File: config.mk
export PLATFORM = sky130hd
export DESIGN_NAME = utv_div_cell
export DESIGN_NICKNAME = d
export VERILOG_FILES = /design/src/rtl/core/utv_pkg.sv /design/src/rtl/core/utv_div_cell.sv
export SDC_FILE = /design/constraint.sdc
export NUM_CORES = 1
export LEC_CHECK = 0
export ABC_AREA = 1
export CORE_UTILIZATION = 60
export DETAILED_ROUTE_END_ITERATION = 7
export DONT_BUFFER_PORTS = 1
export PLACE_DENSITY = 0.76
export SLEW_MARGIN = 20
export SYNTH_ARGS = -nofsm -noshare
export SYNTH_HDL_FRONTEND = slang
export SYNTH_SLANG_ARGS = --single-unit
File: constraint.sdc
create_clock -name clk -period 5.4 [get_ports clk]
set_input_delay 0.54 -clock clk [delete_from_list [all_inputs] [get_ports clk]]
set_output_delay 0.54 -clock clk [all_outputs]
set_load 0.03 [all_outputs]
File: src/rtl/core/utv_pkg.sv
// shared constants and types for the upwind thickness voxel update
package utv_pkg;

  // configuration register format (unsigned Q8.8 millimetres)
  localparam int CFG_BITS        = 16;
  localparam int CFG_INDEX_BITS  = 2;
  localparam logic [CFG_BITS-1:0] VOXEL_SIZE_RESET = 16'd256;

  // default field widths
  localparam int GRAD_BITS_DEF   = 16;
  localparam int LEN_BITS_DEF    = 20;

  // width of the low part of the weight in the split weight times length multiply
  localparam int MUL_SPLIT       = 32;

  // number of register stages ahead of the divider chain
  localparam int FRONT_STAGES    = 6;

  typedef enum logic [CFG_INDEX_BITS-1:0] {
    REG_VOXEL_SIZE_X = 2'd0,
    REG_VOXEL_SIZE_Y = 2'd1,
    REG_VOXEL_SIZE_Z = 2'd2
  } cfg_reg_t;

  typedef struct packed {
    logic zero_weight;
    logic saturated;
  } div_flags_t;

endpackage

File: src/rtl/core/utv_div_cell.sv
// one restoring-division cell: one quotient bit per item
module utv_div_cell #(
  parameter int LEN_BITS = utv_pkg::LEN_BITS_DEF,
  parameter int DEN_BITS = 2 * utv_pkg::CFG_BITS + utv_pkg::GRAD_BITS_DEF + 1
) (
  input  logic                clk,
  input  logic                rst,
  input  logic                up_valid,
  output logic                up_ready,
  input  logic [DEN_BITS-1:0] rem_up,
  input  logic [DEN_BITS-1:0] den_up,
  input  logic [LEN_BITS-1:0] low_up,
  input  logic [LEN_BITS-1:0] q_up,
  input  utv_pkg::div_flags_t flags_up,
  output logic                dn_valid,
  input  logic                dn_ready,
  output logic [DEN_BITS-1:0] rem_dn,
  output logic [DEN_BITS-1:0] den_dn,
  output logic [LEN_BITS-1:0] low_dn,
  output logic [LEN_BITS-1:0] q_dn,
  output utv_pkg::div_flags_t flags_dn
);
  import utv_pkg::*;

  logic [DEN_BITS:0]   trial;
  logic [DEN_BITS:0]   diff;
  logic                qbit;
  logic [DEN_BITS-1:0] rem_next;

  // shift in the next numerator bit, subtract when it fits
  always_comb begin
    trial    = {rem_up, low_up[LEN_BITS-1]};
    diff     = trial - {1'b0, den_up};
    qbit     = (trial >= {1'b0, den_up});
    rem_next = qbit ? diff[DEN_BITS-1:0] : trial[DEN_BITS-1:0];
  end

  assign up_ready = ~dn_valid | dn_ready;

  always_ff @(posedge clk) begin
    if (rst) begin
      dn_valid <= 1'b0;
    end else if (up_ready) begin
      dn_valid <= up_valid;
    end
  end

  always_ff @(posedge clk) begin
    if (up_ready) begin
      rem_dn   <= rem_next;
      den_dn   <= den_up;
      low_dn   <= {low_up[LEN_BITS-2:0], 1'b0};
      q_dn     <= {q_up[LEN_BITS-2:0], qbit};
      flags_dn <= flags_up;
    end
  end

`ifndef SYNTH
  // partial remainder stays below the divisor on an in-range item
  a_rem_below_den: assert property (@(posedge clk) disable iff (rst)
    dn_valid && !flags_dn.zero_weight && !flags_dn.saturated |-> rem_dn < den_dn)
    else $error("remainder not below divisor");

  // a zero weight sum never reports saturation
  a_zero_not_sat: assert property (@(posedge clk) disable iff (rst)
    dn_valid && flags_dn.zero_weight |-> !flags_dn.saturated && den_dn == '0)
    else $error("zero weight flag inconsistent");
`endif

endmodule
==> impl_metrics.env <==
export IMPL_status="complete, no violations"
export IMPL_synth_flop_cell="sky130_fd_sc_hd__edfxtp_1"
export IMPL_coreArea_um2=15830
export IMPL_final_cells=1562
export IMPL_end_kind="flop"
export IMPL_grt_start_max_net_pins=85
export IMPL_startpoint_type="input pin"
export IMPL_row_count=46
export IMPL_floorplan_initialDensity_pct=61.09
export IMPL_timing_setup_tns_ns=0
export IMPL_tritoncts_sinks=140
export IMPL_grt_remaining_overflow=0
export IMPL_dp_final_hpwl_mm=21.63
export IMPL_report_final_slew_viol_count=0
export IMPL_post_drt_wl_per_cell_um=17.82
export IMPL_yosysWarnings=0
export IMPL_worstSkewPairLatency_ns=0.43
export IMPL_data_arrival_time_at_the_worst_slack_endpoint_ns=3.44
export IMPL_timing_final_setup_violations=0
export IMPL_yosys_cell_types_count=32
export IMPL_route_detailed_vias_per_inst=5.419
export IMPL_finClkSkew_ns=0.009140
export IMPL_worst_r2r_endpoint="q_dn[0]"
export IMPL_post_synth_main_area_contributors="sky130_fd_sc_hd__edfxtp_1 43%, sky130_fd_sc_hd__nand2_1 21%, sky130_fd_sc_hd__inv_1 11%"
export IMPL_final_nets=1527
export IMPL_timing_worst_slew_pin_value_ns=0.9368
export IMPL_fmax_mhz=316.4
export IMPL_timing_final_hold_violations=0
export IMPL_sequential_element_share_of_the_synthesized_area_pct=43.37
export IMPL_cts_inserted_buffers=17
export IMPL_crit_path_cell_trace="inv_1 > ha_1 > nand2_1 > nor2_1 > nand2_1 > nor2_1 > nand3_4 > nand3_2 > buf_4 > nand2_1 > nand2_1"
export IMPL_critical_path_class="input pin to flop"
export IMPL_post_route_period_util_pct=58.53
export IMPL_syn_area_per_cell_um2=7.265
export IMPL_critical_path_s_largest_stage_delay_ns=0.57
export IMPL_count_of_h_tree_levels_built_during_cts=4
export IMPL_reg2reg_slack_ns=3.40
export IMPL_drt_iter0_drc=744
export IMPL_critPathRequiredTime_ns=5.68
export IMPL_route_final_wire_length_mm=27.83
export IMPL_grt_setup_unrepaired="no"
export IMPL_design_area_um2=10430
export IMPL_clk_pin_slew_worst_paths_ns=0.07
export IMPL_grt_first_pass_wirelength_mm=42.03
export IMPL_insertedDiodeCount=0
export IMPL_clk_root_buffer_cell="sky130_fd_sc_hd__clkbuf_16"
export IMPL_max_clock_path_buffers=2
export IMPL_power_leakage_nw=5.641
export IMPL_max_cap_violations=0
export IMPL_worstSetupEndpoint="rem_dn[20]"
export IMPL_io_pins=286
export IMPL_netlist_top_cell_by_area="sky130_fd_sc_hd__edfxtp_1"
export IMPL_postCtsSetupRepairBufs=0
export IMPL_post_cts_hold_buffer_count=0
export IMPL_r2r_start="dn_valid"
export IMPL_ys_ff_latch=140
export IMPL_die_width_um=128.9
export IMPL_postPlaceCellArea_um2=9847
export IMPL_synthCells=1331
export IMPL_synth_edff_count=139
export IMPL_post_cts_resize_count=0
export IMPL_buffer_ports_inserted=0
export IMPL_post_synth_instance_area_um2=9669
export IMPL_globalRouteTotalUtil_pct=34.01
export IMPL_placedCellCount=1530
export IMPL_synthesis_nets=1525
export IMPL_globalplace_congestion=0.8907
export IMPL_max_slew_margin_rel_pct=37.55
export IMPL_detail_route_antenna_nets=0
export IMPL_dieHeight_um=128.9
export IMPL_dr_total_vias=8464
export IMPL_drive_above_1_share_pct=4.235
export IMPL_cell_repeated_most_along_the_worst_path="sky130_fd_sc_hd__nand2_1"
export IMPL_hold_path_class="input pin to flop"
export IMPL_cellPowerDensity_nw_per_um2=330.0
export IMPL_timing_critical_path_from="den_up[29]"
export IMPL_path_max_fanout=50
export IMPL_synth_largest_type_area_fraction_pct=43.17
export IMPL_totalPowerFinal_mw=3.440
export IMPL_remaining_drc_errors=0
export IMPL_fin_worst_hold_slack_ns=0.1686
export IMPL_antenna_found_initial=0
export IMPL_cts_tree="built"
export IMPL_die_area_um2=16630
export IMPL_synthArstFlopShare_pct=0
export IMPL_grt_pass1_vias=7902
export IMPL_reg2regPathDepth=2
export IMPL_firstDrtPassIters=8
export IMPL_worst_path_max_delay_cell="sky130_fd_sc_hd__nand3_4"
export IMPL_finalCriticalPeriod_ns=3.161
export IMPL_ir_worst_vdd_mv=0.2225
export IMPL_synthToLayoutAreaGrowth_pct=7.816
==> flip-flops by register name, summed over array words and instances (netlist names) <==
name and count:
low_dn 19, q_dn 20, dn_valid 1, flags_dn 2
rem_dn 49, den_dn 49
==> worst min-delay path by stage <==
stage                     depth (start not counted)  startpoint        to
after global routing                              1         rst  dn_valid
final                                             1         rst  dn_valid
after CTS                                         1         rst  dn_valid
after detailed placement                          1         rst  dn_valid
after global placement                            1         rst  dn_valid
after floorplan                                   1         rst  dn_valid
==> routing by layer <==
layer | GRT usage (%) | up-vias | wire length (um)
met3 | 6.570 | 54 | 2351
li1 | - | 4113 | -
met1 | 42.78 | 3866 | 11550
met5 | 0 | - | 0
met2 | 58.70 | 431 | 13290
met4 | 11.07 | 0 | 642
==> layout make-up <==
type	instances	area, um^2
fill	1370	5403
clock inverter	14	148.9
multi-input combinational	871	4218
sequential	140	4194
timing repair buffer	4	42.54
inverter	299	1122
clock buffer	18	429.2
tap	216	270.3
==> synth_stat cells, types with 2 or more instances <==
cell type	number
sky130_fd_sc_hd__a21oi_1	27
sky130_fd_sc_hd__buf_2	3
sky130_fd_sc_hd__buf_4	2
sky130_fd_sc_hd__buf_6	8
sky130_fd_sc_hd__clkbuf_1	8
sky130_fd_sc_hd__edfxtp_1	139
sky130_fd_sc_hd__ha_1	49
sky130_fd_sc_hd__inv_1	295
sky130_fd_sc_hd__inv_2	4
sky130_fd_sc_hd__nand2_1	544
sky130_fd_sc_hd__nand2_2	3
sky130_fd_sc_hd__nand3_1	47
sky130_fd_sc_hd__nand3_2	2
sky130_fd_sc_hd__nand4_1	62
sky130_fd_sc_hd__nor2_1	89
sky130_fd_sc_hd__nor2_2	4
sky130_fd_sc_hd__nor2_4	2
sky130_fd_sc_hd__nor3_1	3
sky130_fd_sc_hd__nor4_1	3
sky130_fd_sc_hd__xor2_1	25
==> power breakdown <==
part | leakage [nW] | internal, mW | switching [mW] | total [mW]
sequential | 1.46 | 1.36 | 0.297 | 1.65
combinational | 3.90 | 0.189 | 0.431 | 0.619
clock | 0.278 | 0.651 | 0.516 | 1.17
==> stage by stage <==
stage / utilization, % / setup WS, ns
6_report: 65.87 / 2.239
5_1_grt: 65.87 / 2.045
4_1_cts: 65.87 / 2.286
3_5_place_dp: 62.21 / 1.864
3_3_place_gp: 62.21 / 1.972
2_1_floorplan: - / 1.161
==> cell usage in the layout (no fill, tap or decap), types with 2 or more instances in the layout <==
cell type / n
sky130_fd_sc_hd__nand2_1: 543
sky130_fd_sc_hd__inv_1: 295
sky130_fd_sc_hd__edfxtp_1: 139
sky130_fd_sc_hd__nor2_1: 89
sky130_fd_sc_hd__nand4_1: 62
sky130_fd_sc_hd__ha_1: 49
sky130_fd_sc_hd__nand3_1: 47
sky130_fd_sc_hd__a21oi_1: 27
sky130_fd_sc_hd__xor2_1: 25
sky130_fd_sc_hd__clkbuf_16: 17
sky130_fd_sc_hd__nor2_2: 4
sky130_fd_sc_hd__inv_2: 4
sky130_fd_sc_hd__clkinv_4: 4
sky130_fd_sc_hd__inv_6: 4
sky130_fd_sc_hd__nand2_2: 3
sky130_fd_sc_hd__nor4_1: 3
sky130_fd_sc_hd__nor3_1: 3
sky130_fd_sc_hd__inv_8: 3
sky130_fd_sc_hd__buf_4: 3
sky130_fd_sc_hd__nor2_4: 2
sky130_fd_sc_hd__nand3_2: 2
sky130_fd_sc_hd__clkinvlp_4: 2
==> worst max-delay path: cells and delay by family <==
family	cells	cell delay (ns)
buffers and inverters	2	0.54
and+or+nand+nor	8	1.99
adders and majority gates	1	0.35
==> logic make-up (layout without fill, tap and decap cells) <==
kind of cell	after synthesis	in the layout	synth area share [%]
AOI/OAI and AO/OA	29	29	1.566
DFF	140	140	43.37
other	1	1	0.03878
xor gates and xnor gates	25	25	2.264
and+or+nand+nor	766	766	33.05
buffers and inverters	320	335	13.16
adders and majority gates	50	50	6.548
No activity file was read; power rests on OpenSTA's default activity.
